[src/rtl/sit_pkg.sv]
// ----------------------------------------------------------------------------
// sit_pkg
// Shared widths, register indices and structs of the interval timer block.
// ----------------------------------------------------------------------------
`default_nettype none

package sit_pkg;

  localparam int ELAPSED_W    = 50;
  localparam int SEG_W        = 32;
  localparam int CYC_W        = 34;
  localparam int ITER_W       = 16;
  localparam int PH_W         = 2;
  localparam int USED_W       = 3;
  localparam int MODE_W       = 2;
  localparam int CFG_IDX_W    = 3;
  localparam int CFG_DATA_W   = 50;
  localparam int SEG_SLOTS_DEF = 4;

  // register indices
  localparam logic [CFG_IDX_W-1:0] REG_SEG0      = 3'd0;
  localparam logic [CFG_IDX_W-1:0] REG_SEGS_USED = 3'd4;
  localparam logic [CFG_IDX_W-1:0] REG_MODE      = 3'd5;
  localparam logic [CFG_IDX_W-1:0] REG_LIMIT     = 3'd6;
  localparam logic [CFG_IDX_W-1:0] REG_ADJUST    = 3'd7;

  // repeat modes
  localparam logic [MODE_W-1:0] MODE_ONCE    = 2'd0;

  // settings derived from the configuration registers
  typedef struct packed {
    logic                 valid;
    logic                 finite;
    logic                 cyc_zero;
    logic                 ext;
    logic [PH_W-1:0]      n_m1;
    logic [ITER_W-1:0]    iter_total;
    logic [ITER_W-1:0]    iter_last;
    logic [CYC_W-1:0]     cycle;
    logic [ELAPSED_W-1:0] base;
    logic [ELAPSED_W-1:0] total;
    logic [SEG_W-1:0]     last_seg;
  } cfg_t;

  typedef struct packed {
    logic                 result_valid;
    logic                 is_done;
    logic                 runs_forever;
    logic [ELAPSED_W-1:0] reported_elapsed;
    logic [ELAPSED_W-1:0] cycle_length;
    logic [ELAPSED_W-1:0] total_length;
    logic [ELAPSED_W-1:0] total_left;
    logic [ITER_W-1:0]    iteration_total;
    logic [ITER_W-1:0]    iteration_now;
    logic [PH_W-1:0]      phase_now;
    logic [SEG_W-1:0]     phase_left;
    logic [CYC_W-1:0]     cycle_offset;
  } res_t;

endpackage

`default_nettype wire

[src/rtl/sit_cfg.sv]
// ----------------------------------------------------------------------------
// sit_cfg
// Configuration registers and the timer settings derived from them.
// ----------------------------------------------------------------------------
`default_nettype none

module sit_cfg import sit_pkg::*; #(
  parameter int SEG_SLOTS = SEG_SLOTS_DEF
) (
  input  wire logic                  clk_i,
  input  wire logic                  rst_ni,
  input  wire logic                  cfg_we_i,
  input  wire logic [CFG_IDX_W-1:0]  cfg_idx_i,
  input  wire logic [CFG_DATA_W-1:0] cfg_data_i,
  output cfg_t                       cfg_o,
  output logic [CYC_W-1:0]           prefix_o [SEG_SLOTS]
);

  logic [SEG_W-1:0]     seg_q [SEG_SLOTS];
  logic [USED_W-1:0]    used_q;
  logic [MODE_W-1:0]    mode_q;
  logic [ITER_W-1:0]    limit_q;
  logic [ELAPSED_W-1:0] adjust_q;

  always_ff @(posedge clk_i or negedge rst_ni) begin
    if (!rst_ni) begin
      for (int k = 0; k < SEG_SLOTS; k++) seg_q[k] <= '0;
      used_q   <= '0;
      mode_q   <= '0;
      limit_q  <= '0;
      adjust_q <= '0;
    end else if (cfg_we_i) begin
      case (cfg_idx_i)
        REG_SEGS_USED: used_q   <= cfg_data_i[USED_W-1:0];
        REG_MODE:      mode_q   <= cfg_data_i[MODE_W-1:0];
        REG_LIMIT:     limit_q  <= cfg_data_i[ITER_W-1:0];
        REG_ADJUST:    adjust_q <= cfg_data_i[ELAPSED_W-1:0];
        default: begin
          for (int k = 0; k < SEG_SLOTS; k++) begin
            if (cfg_idx_i == REG_SEG0 + CFG_IDX_W'(k)) seg_q[k] <= cfg_data_i[SEG_W-1:0];
          end
        end
      endcase
    end
  end

  // first step: segment sums and mode decode
  logic [USED_W-1:0] n;
  logic [CYC_W-1:0]  prefix_d [SEG_SLOTS];
  logic [CYC_W-1:0]  cycle_d;
  logic [SEG_W-1:0]  last_seg_d;
  logic              repeat_d, finite_d;
  logic [ITER_W-1:0] iter_total_d;

  always_comb begin
    logic [CYC_W-1:0] acc;
    acc = '0;
    n = (used_q > USED_W'(SEG_SLOTS)) ? USED_W'(SEG_SLOTS) : used_q;
    cycle_d = '0;
    last_seg_d = '0;
    for (int k = 0; k < SEG_SLOTS; k++) begin
      acc = acc + CYC_W'(seg_q[k]);
      prefix_d[k] = acc;
      if (n == USED_W'(k + 1)) begin
        cycle_d    = acc;
        last_seg_d = seg_q[k];
      end
    end
    repeat_d     = (mode_q != MODE_ONCE);
    finite_d     = !repeat_d || (mode_q[1] && (limit_q != '0));
    iter_total_d = repeat_d ? limit_q : ITER_W'(1);
  end

  logic [CYC_W-1:0]     prefix_q [SEG_SLOTS];
  logic [CYC_W-1:0]     cycle_q;
  logic [SEG_W-1:0]     last_seg_q;
  logic                 valid_q, finite_q, repeat_q;
  logic [PH_W-1:0]      n_m1_q;
  logic [ITER_W-1:0]    iter_total_q;
  logic [ELAPSED_W-1:0] base_q, total_q;
  logic                 ext_q;
  logic [ELAPSED_W-1:0] base_d, total_d, red;
  logic [ELAPSED_W:0]   sum;
  logic [ELAPSED_W+ITER_W-1:0] prod;

  // second step: base total; third: adjusted total; fourth: extension flag
  assign prod   = (ELAPSED_W+ITER_W)'(cycle_q) * (ELAPSED_W+ITER_W)'(limit_q);
  assign base_d = !finite_q ? '0 :
                  !repeat_q ? ELAPSED_W'(cycle_q) :
                  (|prod[ELAPSED_W+ITER_W-1:ELAPSED_W]) ? '1 : prod[ELAPSED_W-1:0];
  assign red    = '0 - adjust_q;
  assign sum    = {1'b0, base_q} + {1'b0, adjust_q};
  assign total_d = adjust_q[ELAPSED_W-1] ? ((red >= base_q) ? '0 : base_q - red) :
                   (sum[ELAPSED_W] ? '1 : sum[ELAPSED_W-1:0]);

  always_ff @(posedge clk_i or negedge rst_ni) begin
    if (!rst_ni) begin
      for (int k = 0; k < SEG_SLOTS; k++) prefix_q[k] <= '0;
      cycle_q      <= '0;
      last_seg_q   <= '0;
      valid_q      <= 1'b0;
      finite_q     <= 1'b0;
      repeat_q     <= 1'b0;
      n_m1_q       <= '0;
      iter_total_q <= '0;
      base_q       <= '0;
      total_q      <= '0;
      ext_q        <= 1'b0;
    end else begin
      for (int k = 0; k < SEG_SLOTS; k++) prefix_q[k] <= prefix_d[k];
      cycle_q      <= cycle_d;
      last_seg_q   <= last_seg_d;
      valid_q      <= (n != '0);
      finite_q     <= finite_d;
      repeat_q     <= repeat_d;
      n_m1_q       <= PH_W'(n - USED_W'(1));
      iter_total_q <= iter_total_d;
      base_q       <= base_d;
      total_q      <= total_d;
      ext_q        <= (total_q > base_q);
    end
  end

  always_comb begin
    cfg_o.valid      = valid_q;
    cfg_o.finite     = finite_q;
    cfg_o.cyc_zero   = (cycle_q == '0);
    cfg_o.ext        = ext_q;
    cfg_o.n_m1       = n_m1_q;
    cfg_o.iter_total = iter_total_q;
    cfg_o.iter_last  = (iter_total_q != '0) ? iter_total_q - ITER_W'(1) : '0;
    cfg_o.cycle      = cycle_q;
    cfg_o.base       = base_q;
    cfg_o.total      = total_q;
    cfg_o.last_seg   = last_seg_q;
  end

  assign prefix_o = prefix_q;

endmodule

`default_nettype wire

[config.mk]
export PLATFORM = sky130hd
export DESIGN_NAME = sit_cfg
export DESIGN_NICKNAME = d
export VERILOG_FILES = /design/src/rtl/sit_pkg.sv /design/src/rtl/sit_cfg.sv
export SDC_FILE = /design/constraint.sdc
export NUM_CORES = 2
export LEC_CHECK = 0
export ABC_AREA = 1
export BUFFER_PORTS_ARGS = -buffer_cell sky130_fd_sc_hd__buf_2
export CORE_ASPECT_RATIO = 0.6
export CORE_MARGIN = 10
export CORE_UTILIZATION = 30
export DETAILED_ROUTE_END_ITERATION = 12
export SLEW_MARGIN = 30
export SYNTH_ARGS = -nofsm -noshare
export SYNTH_HDL_FRONTEND = slang
export SYNTH_SLANG_ARGS = --single-unit
[constraint.sdc]
create_clock -name clk_i -period 9.48 [get_ports clk_i]
set_input_delay 0.474 -clock clk_i [delete_from_list [all_inputs] [get_ports clk_i]]
set_output_delay 0.474 -clock clk_i [all_outputs]
set_load 0.05 [all_outputs]
==> results.json <==
{
  "rsz0062_at_grt": "no",
  "overflow": 0,
  "synth_area_leader_cell": "dfrtp_1",
  "clock_path_buffers": 3,
  "outcome": "finished clean",
  "routed_wl_mm": 271,
  "n_fill_cell": 19000,
  "r2r-start": "limit_q[3]",
  "ys_seq_area_frac": 0.244,
  "finClkSkew_ns": 0.0626,
  "dr_total_vias": 52600,
  "finalMaxSlewViolations": 0,
  "clock_latency_ns": 0.73,
  "routed_via_density": 5.25,
  "htreeDepth": 2,
  "clock_sinks": 520,
  "synth_edf_count": 0,
  "r2r_slack_ns": 2.38,
  "yosysWarningCount": 0,
  "ff2ff_path_depth": 22,
  "core_um2": 176000,
  "die_area_um2": 196000,
  "place.gp.congestion": 1.05,
  "drc": 0,
  "preCtsSetupSlack_ns": 2.54,
  "row_count": 119,
  "antenna_found_initial": 29,
  "synthArstFlopShare": 1.00,
  "final_common_cell": "nand2_1",
  "synth_area_per_cell_um2": 7.28,
  "dr.pass1.iters": 6,
  "worstSetupEndpointType": "flop",
  "path_class": "flop to flop",
  "yosysUniqueCellTypes": 59,
  "worstHoldPathCells": 2,
  "setup_viol": 0,
  "synth_ff_type": "dfrtp_1",
  "whs_ns": 0.0270,
  "worst_setup_path_start_kind": "flop",
  "hold_path_class": "input port to flop",
  "die_h_um": 347,
  "layout_setup_ws_ns": 2.38,
  "min_from": "cfg_data_i[46]",
  "nNetsFinal": 8492,
  "maxCapViolCount": 0,
  "grt_pass1_wl_mm": 379,
  "max-slew-margin-rel": 0.260,
  "grt_max_degree": 156,
  "fin_util": 0.340,
  "hold_viol_final": 0,
  "root_buffer": "clkbuf_16",
  "cts_tree": "built",
  "critical_path_arrival_ns": 7.71,
  "critPathRequiredTime_ns": 10.09,
  "start_util": 0.303,
  "tightest_slew_ns": 1.10,
  "syn_area_um2": 53400,
  "synthTopCellsByArea": "dfrtp_1 24%, fa_1 17%, nand2_1 13%",
  "dpl.hpwl_mm": 223,
  "io_pins": 396,
  "fmax_ghz": 0.141,
  "cts.clk_slew.worst_paths_ns": 0.07,
  "finalSetupTns_ns": 0,
  "drive_above_1_share": 0.0896,
  "hold_path_end": "adjust_q[46]",
  "drtIter0Drc": 7036,
  "period_share": 0.749,
  "wl_per_cell_um": 27.0,
  "critPathMaxFanout": 36,
  "layout_common_cells": "1847 x nand2_1, 1401 x inv_1, 609 x nor2_1",
  "yosys.area.top_type_share": 0.244,
  "die-width_um": 565,
  "cts_buffers": 55,
  "syn_to_final_growth_pct": 12.2,
  "antenna_left": 0,
  "grt_pass1_vias": 50200,
  "synth-seq-cells": 520,
  "io_buffers": 392,
  "r2r_end": "base_q[21]",
  "grt_use_total": 0.266,
  "synthCells": 7330,
  "fin_crit_ns": 7.10
}
-- final cells by class --
cell class,instances,area (um2),area share
multi-input combinational,5157,34100,0.569
sequential,520,13000,0.218
inverter,1416,5320,0.0888
tap,2359,2950,0.0493
timing repair buffer,460,2570,0.0429
clock buffer,63,1450,0.0242
clock inverter,38,432,0.00721
antenna,17,42.5,0.000711
-- worst max path at each step --
stage                      end  slack, ns  cells after the start        start
floorplan           base_q[39]       3.43                     25   cycle_q[5]
global placement    base_q[24]       2.55                     20  cycle_q[16]
detailed placement  base_q[24]       2.54                     20   cycle_q[7]
CTS                 base_q[21]       2.49                     22   limit_q[3]
global route        base_q[37]       2.12                     22  limit_q[13]
finish              base_q[21]       2.38                     22   limit_q[3]
-- Yosys cell counts, types with 8 or more instances --
library cell and instances:
inv_1 1402, nand2_2 10, nand4_1 72, inv_2 10, nand3_1 301, o21ai_1 43, nor3_1 63, o21bai_1 33
o211ai_2 16, and2_1 22, a21boi_0 16, nor2_4 8, or2_2 19, nor4_1 28, nand2_1 1851, clkbuf_1 201
o211ai_1 14, dfrtp_1 520, nor2_2 12, ha_1 375, nor2_1 612, o21ai_0 465, buf_1 20, a31oi_1 30
a21oi_1 404, a21o_1 36, nand3_2 8, xor2_1 131, o21a_1 22, xnor2_1 39, fa_1 451, a221o_1 21
-- per-layer routing --
layer,vias up,global-route usage,wire length [um]
met5,-,0.00172,163
met4,20,0.0575,6730
met3,280,0.105,37900
met2,3042,0.328,95500
met1,25900,0.418,131000
li1,23300,-,-
-- stage by stage --
step | instance area [um2] | std cells
floorplan | 53400 | 7332
global placement | 57800 | 9905
detailed placement | 57800 | 9905
CTS | 59700 | 10000
global route | 59800 | 10000
finish | 59900 | 10000
-- what timing repair did --
item | 4_1_cts | 5_1_grt
hold buffers | 4 | 0
buffers inserted | 0 | 0
gates resized for setup | 0 | 0
setup endpoints to repair | 0 | 0
hold endpoints to repair | 117 | 0
-- state kept, by name, indices dropped and copies added (netlist names) --
register	cells
adjust_q	50
base_q	50
cycle_q	34
ext_q	1
finite_q	1
iter_total_q	16
last_seg_q	32
limit_q	16
mode_q	2
n_m1_q	2
prefix_o	133
repeat_q	1
seg_q	128
total_q	50
used_q	3
valid_q	1
-- kinds of logic after synthesis --
family / after synthesis / share of synthesized area
adder cells (fa/ha/maj): 826 / 0.257
flip-flops: 520 / 0.244
other: 1 / 0.0000703
XOR/XNOR: 170 / 0.0279
buffers and inverters: 1655 / 0.119
AO/OA/AOI/OAI: 1124 / 0.118
AND/OR/NAND/NOR: 3027 / 0.233
multiplexers: 7 / 0.00148
-- critical path: stages, from the launching register on --
cell and delay (ns):
dfrtp_2 1.02, nand2_1 0.18, fa_1 0.65, fa_1 0.45, fa_1 0.50, fa_1 0.50
inv_1 0.05, fa_1 0.53, inv_1 0.05, fa_1 0.57, inv_1 0.06, ha_1 0.40
nand2_1 0.21, nor2_1 0.07, nor2_1 0.19, nand3_1 0.29, a21oi_1 0.39, o21ai_0 0.18
nand2_1 0.09, inv_1 0.03, o21ai_0 0.37, nand2_1 0.10, inv_1 0.08
Power is not shown: default switching activity piles up to over one toggle a cycle in this logic, so the estimate is an artifact.
