$ cat src/rtl/sit_pkg.sv
// ----------------------------------------------------------------------------
// sit_pkg
// Shared widths, register indices and structs of the interval timer block.
// ----------------------------------------------------------------------------
`default_nettype none

package sit_pkg;

  localparam int ELAPSED_W    = 50;
  localparam int SEG_W        = 32;
  localparam int CYC_W        = 34;
  localparam int ITER_W       = 16;
  localparam int PH_W         = 2;
  localparam int USED_W       = 3;
  localparam int MODE_W       = 2;
  localparam int CFG_IDX_W    = 3;
  localparam int CFG_DATA_W   = 50;
  localparam int SEG_SLOTS_DEF = 4;

  // register indices
  localparam logic [CFG_IDX_W-1:0] REG_SEG0      = 3'd0;
  localparam logic [CFG_IDX_W-1:0] REG_SEGS_USED = 3'd4;
  localparam logic [CFG_IDX_W-1:0] REG_MODE      = 3'd5;
  localparam logic [CFG_IDX_W-1:0] REG_LIMIT     = 3'd6;
  localparam logic [CFG_IDX_W-1:0] REG_ADJUST    = 3'd7;

  // repeat modes
  localparam logic [MODE_W-1:0] MODE_ONCE    = 2'd0;

  // settings derived from the configuration registers
  typedef struct packed {
    logic                 valid;
    logic                 finite;
    logic                 cyc_zero;
    logic                 ext;
    logic [PH_W-1:0]      n_m1;
    logic [ITER_W-1:0]    iter_total;
    logic [ITER_W-1:0]    iter_last;
    logic [CYC_W-1:0]     cycle;
    logic [ELAPSED_W-1:0] base;
    logic [ELAPSED_W-1:0] total;
    logic [SEG_W-1:0]     last_seg;
  } cfg_t;

  typedef struct packed {
    logic                 result_valid;
    logic                 is_done;
    logic                 runs_forever;
    logic [ELAPSED_W-1:0] reported_elapsed;
    logic [ELAPSED_W-1:0] cycle_length;
    logic [ELAPSED_W-1:0] total_length;
    logic [ELAPSED_W-1:0] total_left;
    logic [ITER_W-1:0]    iteration_total;
    logic [ITER_W-1:0]    iteration_now;
    logic [PH_W-1:0]      phase_now;
    logic [SEG_W-1:0]     phase_left;
    logic [CYC_W-1:0]     cycle_offset;
  } res_t;

endpackage

`default_nettype wire

$ cat src/rtl/sit_fmt.sv
// ----------------------------------------------------------------------------
// sit_fmt
// Phase search and result assembly for one divided query.
// ----------------------------------------------------------------------------
`default_nettype none

module sit_fmt import sit_pkg::*; #(
  parameter int SEG_SLOTS = SEG_SLOTS_DEF
) (
  input  wire logic [ELAPSED_W-1:0] elapsed_i,
  input  wire logic [CYC_W-1:0]     rem_i,
  input  wire logic [ELAPSED_W-1:0] quo_i,
  input  wire cfg_t                 cfg_i,
  input  wire logic [CYC_W-1:0]     prefix_i [SEG_SLOTS],
  output res_t                      res_o
);

  always_comb begin
    logic                 found;
    logic [PH_W-1:0]      phase;
    logic [SEG_W-1:0]     pleft;
    logic [CYC_W-1:0]     diff;
    logic [ELAPSED_W-1:0] left;
    found = 1'b0;
    phase = cfg_i.n_m1;
    pleft = cfg_i.last_seg;
    diff  = '0;
    left  = cfg_i.total - elapsed_i;
    for (int k = 0; k < SEG_SLOTS; k++) begin
      if (!found && (PH_W'(k) <= cfg_i.n_m1) && (rem_i < prefix_i[k])) begin
        found = 1'b1;
        phase = PH_W'(k);
        diff  = prefix_i[k] - rem_i;
        pleft = diff[SEG_W-1:0];
      end
    end

    res_o = '0;
    if (cfg_i.valid) begin
      res_o.result_valid     = 1'b1;
      res_o.runs_forever     = !cfg_i.finite;
      res_o.reported_elapsed = elapsed_i;
      res_o.cycle_length     = ELAPSED_W'(cfg_i.cycle);
      res_o.total_length     = cfg_i.total;
      if (!cfg_i.cyc_zero) begin
        res_o.iteration_total = cfg_i.iter_total;
        if (cfg_i.finite && (elapsed_i >= cfg_i.total)) begin
          res_o.is_done          = 1'b1;
          res_o.reported_elapsed = cfg_i.total;
          res_o.iteration_now    = cfg_i.iter_last;
          res_o.phase_now        = cfg_i.n_m1;
        end else if (cfg_i.finite && (elapsed_i >= cfg_i.base) && cfg_i.ext) begin
          // running into the extension: hold the last phase
          res_o.total_left    = left;
          res_o.iteration_now = cfg_i.iter_last;
          res_o.phase_now     = cfg_i.n_m1;
          res_o.phase_left    = (|left[ELAPSED_W-1:SEG_W]) ? '1 : left[SEG_W-1:0];
          res_o.cycle_offset  = cfg_i.cycle;
        end else begin
          res_o.iteration_now = (|quo_i[ELAPSED_W-1:ITER_W]) ? '1 : quo_i[ITER_W-1:0];
          res_o.cycle_offset  = rem_i;
          res_o.phase_now     = phase;
          res_o.phase_left    = pleft;
          res_o.total_left    = cfg_i.finite ? left : '0;
        end
      end
    end
  end

endmodule

`default_nettype wire

$ cat config.mk
export PLATFORM = sky130hd
export DESIGN_NAME = sit_fmt
export DESIGN_NICKNAME = d
export VERILOG_FILES = /design/src/rtl/sit_pkg.sv /design/src/rtl/sit_fmt.sv
export SDC_FILE = /design/constraint.sdc
export NUM_CORES = 1
export LEC_CHECK = 0
export ABC_AREA = 1
export ABC_CLOCK_PERIOD_IN_PS = 5600
export BUFFER_PORTS_ARGS = -buffer_cell sky130_fd_sc_hd__buf_4
export CORE_AREA = 10 10 296 298
export DETAILED_ROUTE_END_ITERATION = 8
export DIE_AREA = 0 0 306 308
export SLEW_MARGIN = 20
export SYNTH_ARGS = -nofsm -noshare
export SYNTH_HDL_FRONTEND = slang
export SYNTH_SLANG_ARGS = --single-unit
$ cat constraint.sdc
create_clock -name vclk -period 5.6
set_clock_uncertainty 0.05 [all_clocks]
set_input_delay 0.84 -clock vclk [all_inputs]
set_output_delay 0.84 -clock vclk [all_outputs]
set_load 0.05 [all_outputs]
==> reports/results.txt, run 1 <==
Summed over all failing endpoints, the final setup total negative slack is 0 ns. During placement, the flow inserted port buffers numbering 761. The area added between synthesis and finish is 31.4%. STA puts the critical path data required time at 4.71 ns. The total area inside the core boundary comes to 81600 µm². At the end of routability-driven placement, the weighted congestion stood at 1.02.

The tools report the warning count from the yosys run as 0. The run finished with clean final reports. In the routed layout, each cell is associated on average with a via count of 4.92.

The starting density of the core was 0.275; the detail-routed net length per standard cell was 23.3 µm. The nature of the critical path startpoint is an input port. In this run, post-CTS hold repair placed 0 buffers. The sequential cells in the finished layout cover a total of 0 µm². Count of buffers added by post-CTS timing repair for setup: 0.

The number of endpoints with negative hold slack in the final report was 0; the number of distinct library cells after synthesis was 51. The proportion of layout cells with a drive suffix above 1 was 0.166; the fill cell total of the finished layout was 9487. The logs give 0.384 for the worst slew margin relative to its limit and 0 for the remaining antenna violation count. The total overflow left after global routing is 0.

Element type at the critical path end: an output port. The HPWL after detailed placement is 132000 µm. The area of the die is 94200 µm², and the count of flip-flops and latches is 0.

Synthesis produced a netlist whose cell count is 4474. The final critical-path required period is 5.46 ns. The worst setup path is of the in -> out kind.

The pre-antenna-repair detailed-routing pass consisted of 8 iterations. The width of the die was 306 µm. Setup repair after global routing left no endpoint under its margin.

The logs give 30800 for the via count of the routed design and 100 for the largest net degree at the start of global routing. 777 I/O pins were placed. Setup violations remaining at the end of the flow were counted as 0.

The run gives 18500 µm² as the area taken by multi-input logic gates. The average instance in the mapped netlist occupies 5.01 µm². Summed over all cells, the static leakage comes to 0.0185 µW.

The transition time at the pin with the least slew margin works out to 0.921 ns. For the max-slew violation total from the final report, the log shows 0. For this run, design rule violations remaining after detail routing come to 0. The path class of the tightest hold or removal check is in -> out. After detailed placement, the design holds a cell count of 6263.

All-layer global routing usage: 0.290. Counting the clock-network buffers in the layout gives 0. The sequential share of the synthesized area was 0; the ratio of final minimum period to clock period was 0.974. The number of cell rows was 105; the global-route wire length before repair was 204000 µm. The initial antenna violation count is 8.

The first routing iteration left 3359 violations. The logs give 0 for the number of resized instances in the post-cts repair step and 22400 µm² for the cell area after synthesis. Total power per unit cell area: 124 nW/µm².

The post-route non-filler standard cell count was 6264. The routed design has 146000 µm of wire. IR analysis of the VDD net gives a maximum drop of 0.0433 mV.

The net count of the finished layout is 6034. Derived from the worst setup path, the maximum achievable clock frequency is 183 MHz. The top fanout value on the critical path was 14. The tool flagged a number of max-cap violations equal to 0. STA puts the critical path data arrival time at 4.57 ns.

The run gives 28900 as the number of global-route vias before repair. The vertical die dimension came out at 308 µm.
==> cell usage after synthesis (2+ instances only) <==
cell type	n	area share
sky130_fd_sc_hd__a21boi_0	3	0.0010
sky130_fd_sc_hd__nand3_4	2	0.0016
sky130_fd_sc_hd__o221ai_1	2	0.00078
sky130_fd_sc_hd__nor2_2	8	0.0022
sky130_fd_sc_hd__xnor2_1	62	0.024
sky130_fd_sc_hd__nand2_1	1511	0.25
sky130_fd_sc_hd__nor2_4	3	0.0015
sky130_fd_sc_hd__and3_1	3	0.00084
sky130_fd_sc_hd__o211ai_1	11	0.0037
sky130_fd_sc_hd__buf_2	31	0.0069
sky130_fd_sc_hd__inv_1	908	0.15
sky130_fd_sc_hd__inv_2	12	0.0020
sky130_fd_sc_hd__nor4_1	19	0.0053
sky130_fd_sc_hd__xor2_1	40	0.016
sky130_fd_sc_hd__clkbuf_1	39	0.0065
sky130_fd_sc_hd__a211oi_1	27	0.0091
sky130_fd_sc_hd__a21oi_1	250	0.056
sky130_fd_sc_hd__nand4_1	57	0.016
sky130_fd_sc_hd__o21ai_0	104	0.023
sky130_fd_sc_hd__and2_1	2	0.00056
sky130_fd_sc_hd__fa_1	5	0.0045
sky130_fd_sc_hd__or2_2	6	0.0017
sky130_fd_sc_hd__nor2_1	581	0.097
sky130_fd_sc_hd__nand3_1	249	0.056
sky130_fd_sc_hd__a21o_1	13	0.0044
sky130_fd_sc_hd__o21bai_1	14	0.0047
sky130_fd_sc_hd__o21a_1	9	0.0030
sky130_fd_sc_hd__nand2_4	4	0.0020
sky130_fd_sc_hd__a21oi_2	2	0.00078
sky130_fd_sc_hd__a31oi_1	4	0.0011
sky130_fd_sc_hd__nor3_1	49	0.011
sky130_fd_sc_hd__a31o_2	2	0.00078
sky130_fd_sc_hd__nand2_2	5	0.0014
sky130_fd_sc_hd__o21ai_1	3	0.00067
sky130_fd_sc_hd__nand3b_1	26	0.0087
sky130_fd_sc_hd__ha_1	360	0.20
sky130_fd_sc_hd__buf_6	4	0.0020
sky130_fd_sc_hd__buf_4	24	0.0080
sky130_fd_sc_hd__or2_0	3	0.00084
sky130_fd_sc_hd__a211oi_2	6	0.0034
==> worst max-delay path, cell delays in order <==
cell and delay (ns):
sky130_fd_sc_hd__buf_4 0.15, sky130_fd_sc_hd__inv_1 0.33, sky130_fd_sc_hd__ha_1 0.40, sky130_fd_sc_hd__nand2_1 0.16, sky130_fd_sc_hd__inv_1 0.05, sky130_fd_sc_hd__nand2_1 0.06, sky130_fd_sc_hd__inv_1 0.07, sky130_fd_sc_hd__nand2_1 0.14
sky130_fd_sc_hd__inv_1 0.07, sky130_fd_sc_hd__a21oi_2 0.15, sky130_fd_sc_hd__buf_4 0.22, sky130_fd_sc_hd__nand2_8 0.14, sky130_fd_sc_hd__inv_2 0.39, sky130_fd_sc_hd__nand3_1 0.25, sky130_fd_sc_hd__nand3_1 0.19, sky130_fd_sc_hd__nand2_1 0.06
sky130_fd_sc_hd__nand2_1 0.06, sky130_fd_sc_hd__nand2_1 0.09, sky130_fd_sc_hd__nor2_1 0.30, sky130_fd_sc_hd__nor2_1 0.17, sky130_fd_sc_hd__buf_4 0.23
==> cells by family after synthesis <==
group | share of synthesized area
AO/OA/AOI/OAI | 0.114
XOR/XNOR | 0.0399
buffers and inverters | 0.178
adder cells (fa/ha/maj) | 0.206
other | 0.000167
AND/OR/NAND/NOR | 0.462
==> placed cells by master, fill, tap and decap left out, types with 3 or more instances in the layout <==
cell type	Yosys	layout
sky130_fd_sc_hd__a211oi_1	27	27
sky130_fd_sc_hd__a211oi_2	6	6
sky130_fd_sc_hd__a21boi_0	3	3
sky130_fd_sc_hd__a21o_1	13	13
sky130_fd_sc_hd__a21oi_1	250	250
sky130_fd_sc_hd__a31oi_1	4	4
sky130_fd_sc_hd__and3_1	3	3
sky130_fd_sc_hd__buf_12	0	10
sky130_fd_sc_hd__buf_4	24	793
sky130_fd_sc_hd__conb_1	1	16
sky130_fd_sc_hd__fa_1	5	5
sky130_fd_sc_hd__ha_1	360	360
sky130_fd_sc_hd__inv_1	908	908
sky130_fd_sc_hd__inv_2	12	12
sky130_fd_sc_hd__nand2_1	1511	1510
sky130_fd_sc_hd__nand2_2	5	5
sky130_fd_sc_hd__nand2_4	4	5
sky130_fd_sc_hd__nand3_1	249	249
sky130_fd_sc_hd__nand3b_1	26	26
sky130_fd_sc_hd__nand4_1	57	57
sky130_fd_sc_hd__nor2_1	581	580
sky130_fd_sc_hd__nor2_2	8	9
sky130_fd_sc_hd__nor2_4	3	3
sky130_fd_sc_hd__nor3_1	49	49
sky130_fd_sc_hd__nor4_1	19	19
sky130_fd_sc_hd__o211ai_1	11	11
sky130_fd_sc_hd__o21a_1	9	9
sky130_fd_sc_hd__o21ai_0	104	104
sky130_fd_sc_hd__o21ai_1	3	3
sky130_fd_sc_hd__o21bai_1	14	14
sky130_fd_sc_hd__or2_0	3	3
sky130_fd_sc_hd__or2_2	6	6
sky130_fd_sc_hd__xnor2_1	62	62
sky130_fd_sc_hd__xor2_1	40	40
==> per-layer routing <==
metal / global-route usage / part of all wire / up-vias
met2: 0.480 / 0.45 / 1496
met3: 0.0543 / 0.089 / 142
li1: - / - / 15200
met1: 0.388 / 0.44 / 14000
met4: 0.0546 / 0.023 / 14
met5: 0 / 0.00062 / -
==> layout make-up <==
cell class	count	share of cell area
Multi-Input combinational cell	3469	0.628
Antenna cell	1	0.0000850
Inverter	921	0.117
Tap cell	1070	0.0455
Timing Repair Buffer	803	0.209
==> per-stage QoR <==
stage	hold slack (ns)	utilization	setup slack, ns	cell area, µm²	power (µW)
finish	1.98	0.361	0.144	29400	3640
global route	2.00	0.361	0.0154	29400	3910
CTS	1.99	0.361	0.244	29400	3590
detailed placement	1.98	0.361	0.257	29400	3570
global placement	1.98	0.361	0.204	29400	3590
floorplan	1.80	-	0.947	22500	2120
==> report_power, final <==
part	internal, µW	switching, µW	total (µW)
combinational	1130	2510	3640
sequential	0	0	0
clock	0.0000240	0	0.0000240
total	1130	2510	3640
==> worst paths after layout <==
path | startpoint | endpoint | cells after the start
worst max-delay path | rem_i[26] | res_o[65] | 21
worst min-delay path | cfg_i[133] | res_o[201] | 4
No activity file was read; power rests on OpenSTA's default activity.
==> run 2, diff against run 1 <==
--- a/config.mk
+++ b/config.mk
@@ -8,9 +8,9 @@
 export ABC_AREA = 1
 export ABC_CLOCK_PERIOD_IN_PS = 5600
 export BUFFER_PORTS_ARGS = -buffer_cell sky130_fd_sc_hd__buf_4
-export CORE_AREA = 10 10 296 298
+export CORE_AREA = 10 10 294 296
 export DETAILED_ROUTE_END_ITERATION = 8
-export DIE_AREA = 0 0 306 308
+export DIE_AREA = 0 0 304 306
 export SLEW_MARGIN = 20
 export SYNTH_ARGS = -nofsm -noshare
 export SYNTH_HDL_FRONTEND = slang
==> run 2 against run 1 <==
Non-clock buffer count grew 23. Power grew 0.80%. Sequential share of layout area is the same. Critical path depth grew 2. Critical endpoint unchanged.
==> reports/results.txt, run 2 (synthesis gave the netlist of run 1 again) <==
The flow ran to the end, and the final reports show no timing, DRC or antenna violations. The logs give 29200 for the number of global-route vias before repair and 0 for the number of clock buffer instances in the layout. The die is 306 µm tall. The nature of the critical path startpoint was an input port. In the layout the commonest cells are sky130_fd_sc_hd__nand2_1 (1510), sky130_fd_sc_hd__inv_1 (907), sky130_fd_sc_hd__buf_4 (816). After clock tree synthesis, the flow added hold-fix buffers numbering 0. Initial antenna violation count: 13.

The worst slew margin relative to its limit came out at 0.378. The DRC violation count after routing was 0. Detail-routed net length per standard cell: 22.9 µm. The final route contains 31000 vias.

777 I/O pins were placed. The clock period could shrink to 5.29 ns. The tools report the HPWL reported at the end of detailed placement as 129000 µm. The width of the die was 304 µm. In this run the static leakage power is 0.0185 µW. The ratio of final minimum period to clock period works out to 0.944.

Leaving out fill and tap cells, the most frequent cell in the layout is sky130_fd_sc_hd__nand2_1. The summed negative setup slack over all endpoints was 0 ns. Total power per unit cell area: 124 nW/µm². The max-slew violation total from the final report is 0. The logs give 144000 µm for the total wirelength of the detailed-routed design and 80300 µm² for the core area.

By startpoint and endpoint, the worst setup path is classified as in -> out. The worst min-delay path category is in -> out. The tools report the all-layer global routing usage as 0.289. Placed cell count: 6276. The length of the first detailed-routing pass in iterations was 6. Setup repair after global routing left no endpoint under its margin. The remaining antenna violation count was 0; the top fanout value on the critical path was 29. Counting the fill cells in the layout gives 9309. VDD sags by at most 0.0598 mV. Max-cap violations in this run came to 0. The starting density of the core was 0.279; the routed via count divided by cell count was 4.93. The tools report the global-route wire length before repair as 204000 µm. Final design utilization: 0.369. The area growth from synthesis to layout is 32.3%.

The logs give 1.05 for the final weighted congestion in routability-driven placement and 6279 for the post-route non-filler standard cell count. Proportion of layout cells with a drive suffix above 1: 0.171. The sequential cells in the finished layout cover a total of 0 µm².

The tools report the number of nets in the layout as 6057. At the worst endpoint, the arrival time is 4.40 ns. The tools report the number of endpoints with negative hold slack in the final report as 0. The highest clock rate is 189 MHz, and the number of cell rows is 104. The total global routing overflow is 0.

The area of the die was 93000 µm²; the final-report setup violation count was 0. For the area taken by multi-input logic gates, the log shows 18500 µm². STA classifies the critical path endpoint as an output port. The worst path required time was 4.71 ns; the count of buffers added by post-CTS timing repair for setup was 0. The detailed router finished its first iteration with 3339 violations. Entering global routing, the biggest net connects 74 pins.

The number of input and output port buffers inserted was 761; the count of flip-flops and latches was 0. Transition time at the pin with the least slew margin: 0.923 ns.
[run 2: cell count changes in the layout (fill, tap and decap cells not counted), sizes merged]
cell,before,now
buf,803,826
inv,920,919
diode,1,3
clkinvlp,0,1
[run 2: area by class of cell]
cell class	instances	share of cell area
diodes	3	0.000253
multi-input cells	3469	0.625
repair buffers	826	0.213
inverters	921	0.117
well taps	1060	0.0448
[run 2: path summary, 6_finish.rpt]
path / cells past startpoint / startpoint / to / slack [ns]
max: 23 / rem_i[26] / res_o[65] / 0.31
min: 4 / cfg_i[153] / res_o[221] / 1.98
[run 2: what timing repair did]
item,4_1_cts,5_1_grt
endpoints found under the setup margin,0,26
resized for setup,0,12
endpoints found under the hold margin,0,0
[run 2: layer usage]
layer	global-route usage	vias up	wire length, µm	share of wire
li1	-	15200	-	-
met3	0.0441	152	11000	0.077
met2	0.479	1411	64800	0.45
met5	0	-	113	0.00079
met1	0.390	14200	64000	0.44
met4	0.0631	18	3920	0.027
[run 2: critical path: stages]
cell and delay (ns):
sky130_fd_sc_hd__buf_4 0.14, sky130_fd_sc_hd__inv_1 0.32, sky130_fd_sc_hd__ha_2 0.40, sky130_fd_sc_hd__nand2_1 0.13, sky130_fd_sc_hd__nor2_1 0.09, sky130_fd_sc_hd__nand2_1 0.20, sky130_fd_sc_hd__inv_1 0.06, sky130_fd_sc_hd__nand2_1 0.06
sky130_fd_sc_hd__nand2_1 0.14, sky130_fd_sc_hd__nor2_1 0.21, sky130_fd_sc_hd__nand2_4 0.07, sky130_fd_sc_hd__buf_6 0.19, sky130_fd_sc_hd__nand3_4 0.15, sky130_fd_sc_hd__inv_2 0.07, sky130_fd_sc_hd__nand3_4 0.09, sky130_fd_sc_hd__buf_4 0.33
sky130_fd_sc_hd__nand2_1 0.09, sky130_fd_sc_hd__inv_1 0.06, sky130_fd_sc_hd__nand2_1 0.07, sky130_fd_sc_hd__nand2_1 0.07, sky130_fd_sc_hd__nor2_1 0.08, sky130_fd_sc_hd__nor2_2 0.25, sky130_fd_sc_hd__buf_4 0.26
[run 2: power by group]
part / internal (µW) / switching, µW / total (µW)
clock network: 0.0000719 / 0 / 0.0000720
registers: 0 / 0 / 0
logic: 1150 / 2520 / 3670
[run 2: per-stage QoR]
stage	worst slack (ns)	power, µW	hold slack [ns]	cell area [µm²]
final	0.311	3670	1.98	29600
after global routing	0.00960	3950	1.99	29600
after CTS	0.0242	3600	1.98	29600
after detailed placement	0.0342	3580	1.98	29600
after global placement	0.0130	3600	1.98	29600
after floorplan	0.947	2120	1.80	22500
==> run 3, diff against run 2 <==
--- a/config.mk
+++ b/config.mk
@@ -6,11 +6,11 @@
 export NUM_CORES = 1
 export LEC_CHECK = 0
 export ABC_AREA = 1
-export ABC_CLOCK_PERIOD_IN_PS = 5600
+export ABC_CLOCK_PERIOD_IN_PS = 6800
 export BUFFER_PORTS_ARGS = -buffer_cell sky130_fd_sc_hd__buf_4
-export CORE_AREA = 10 10 294 296
+export CORE_AREA = 2 2 303 305
 export DETAILED_ROUTE_END_ITERATION = 8
-export DIE_AREA = 0 0 304 306
+export DIE_AREA = 0 0 305 307
 export SLEW_MARGIN = 20
 export SYNTH_ARGS = -nofsm -noshare
 export SYNTH_HDL_FRONTEND = slang
==> constraint.sdc (replaced) <==
create_clock -name vclk -period 6.8
set_clock_uncertainty 0.05 [all_clocks]
set_input_delay 1.02 -clock vclk [all_inputs]
set_output_delay 1.02 -clock vclk [all_outputs]
set_load 0.05 [all_outputs]
==> run 3 against run 2 <==
Sequential cell count stayed put. Cell count is 1.5% higher. Non-clock buffer count is 38 lower. Via count is 1.5% lower. Core utilization is 4.5 points lower. Worst hold slack better by 0.36 ns. Wire length is 2.3% lower. Clock-buffer cell count stayed put. Critical path depth is 2 lower. Critical path type unchanged.
==> reports/results.txt, run 3 (synthesis gave the netlist of run 1 again) <==
Initial antenna violation count: 14. The summed negative setup slack over all endpoints is 0 ns. Worst min-delay path category: in -> out. The run gives 28400 as the number of global-route vias before repair.

The critical path goes through buf_4 > inv_1 > ha_1 > nand2_1 > nor2_2 > nand2_1 > nor2_1 > nand2_1 > nor2_1 > nor2_1 > nand2_4 > nand3_4 > nor2_4 > buf_4 > nand3_1 > nand3_1 > nand2_1 > nand2_1 > nand2_1 > nor2_1 > buf_4. For this run, the top clock speed supported by timing is 165 MHz. The tools report the DRC violation total after the first TritonRoute iteration as 3098. At the pin with the least slew margin, the transition time is 0.964 ns. In this run the vertical extent of the chip is 307 µm. Once the clock tree was built, the resizer swapped 0 gates to a different size. The tools report the worst path required time as 5.73 ns.

The worst setup path is captured at an output port. The tool flagged a number of max-cap violations equal to 0. On the worst path, the slowest cell contributes a delay of 0.52 ns. Routability-driven placement finished with a final weighted congestion of 1.03.

Entering global routing, the biggest net connects 80 pins. The count of flip-flops and latches is 0. Counting both buffers and inverters, the worst setup path holds a total of 4. The combined flip-flop and latch cell area came out at 0 µm². By startpoint and endpoint, the worst setup path is classified as in -> out. The cell type of the slowest stage on the worst timing path was sky130_fd_sc_hd__ha_1. Global routing finished with a remaining overflow of 0.

Port buffering added 761 buffers. The hold buffer count at CTS came out at 0. The run gives 0.247 as the starting density of the core. The die covers 93600 µm². For the number of cell rows, the log shows 111.

The max-slew violation total from the final report is 0. The number of endpoints with negative hold slack in the final report is 0, and the all-layer global routing usage is 0.284. Proportion of layout cells with a drive suffix above 1: 0.163. The logs give 0 for the DRC violation count after routing and 90700 µm² for the core area. For the worst setup path, the data arrival time is 4.99 ns.

The tools report the number of top-level pins as 777. In this design, the largest share of critical-path delay is due to simple AND/OR/NAND/NOR gates. After detailed routing, the number of vias per cell comes to 4.79. The tools report the length of the first detailed-routing pass in iterations as 5.

In the layout the commonest cells are sky130_fd_sc_hd__nand2_1 (1510), sky130_fd_sc_hd__inv_1 (908), sky130_fd_sc_hd__buf_4 (785). After the last flow step, the layout net total stands at 6019. Relative to the synthesized area, the layout overhead comes to 31.2%.

The tools report the worst slew margin relative to its limit as 0.355. In the final routed layout, each cell accounts on average for 22.1 µm. Measured along the x axis, the die boundary spans 305 µm. Via count of the routed design: 30500. Commonest non-fill, non-tap cell in the layout: sky130_fd_sc_hd__nand2_1.

Most numerous cell on the critical path: sky130_fd_sc_hd__nand2_1. The routed design could run at a clock period as short as 6.06 ns. The ratio of final minimum period to clock period works out to 0.892. The HPWL after detailed placement is 127000 µm. Total wirelength of the detailed-routed design: 141000 µm. The top fanout value on the critical path works out to 27. Clock buffers in the final layout number 0. Setup violations remaining at the end of the flow were counted as 0. The count of buffers added by post-CTS timing repair for setup came out at 0.

Setup repair after global routing left no endpoint under its margin. The flow ran to the end, and the final reports show no timing, DRC or antenna violations. The global-route wire length before repair is 196000 µm. The nature of the critical path startpoint was an input port.

In this run the remaining antenna-violating nets after routing total 0.
-- run 3: per-stage QoR --
| stage | cell area (µm²) | hold WS (ns) | util | worst slack [ns] | cells |
|---|---|---|---|---|---|
| 5_1_grt | 29400 | 2.36 | 0.324 | 0.525 | 6369 |
| 4_1_cts | 29400 | 2.34 | 0.324 | 0.801 | 6364 |
| 3_5_place_dp | 29400 | 2.34 | 0.324 | 0.799 | 6364 |
| 2_1_floorplan | 22500 | 2.16 | - | 1.79 | 4489 |
| 3_3_place_gp | 29400 | 2.34 | 0.324 | 0.784 | 6364 |
| 6_report | 29400 | 2.34 | 0.324 | 0.735 | 6373 |
-- run 3: area by class of cell --
cell class                 count  area (µm²)
fill                       10600       61300
antenna                        9        22.5
timing repair buffer         788        5950
multi-input combinational   3469       18500
tap                         1186        1480
inverter                     921        3460
-- run 3: final timing paths --
check	startpoint	cells past startpoint	end	slack, ns
worst min-delay path	cfg_i[133]	4	res_o[201]	2.34
worst max-delay path	rem_i[24]	21	res_o[53]	0.74
-- run 3: routing by layer --
| layer | vias to the layer above | global-route usage | routed length, µm |
|---|---|---|---|
| met5 | - | 0 | 96 |
| met4 | 14 | 0.108 | 6280 |
| met3 | 179 | 0.0465 | 10600 |
| met2 | 1332 | 0.462 | 62400 |
| met1 | 13800 | 0.374 | 61300 |
| li1 | 15100 | - | - |
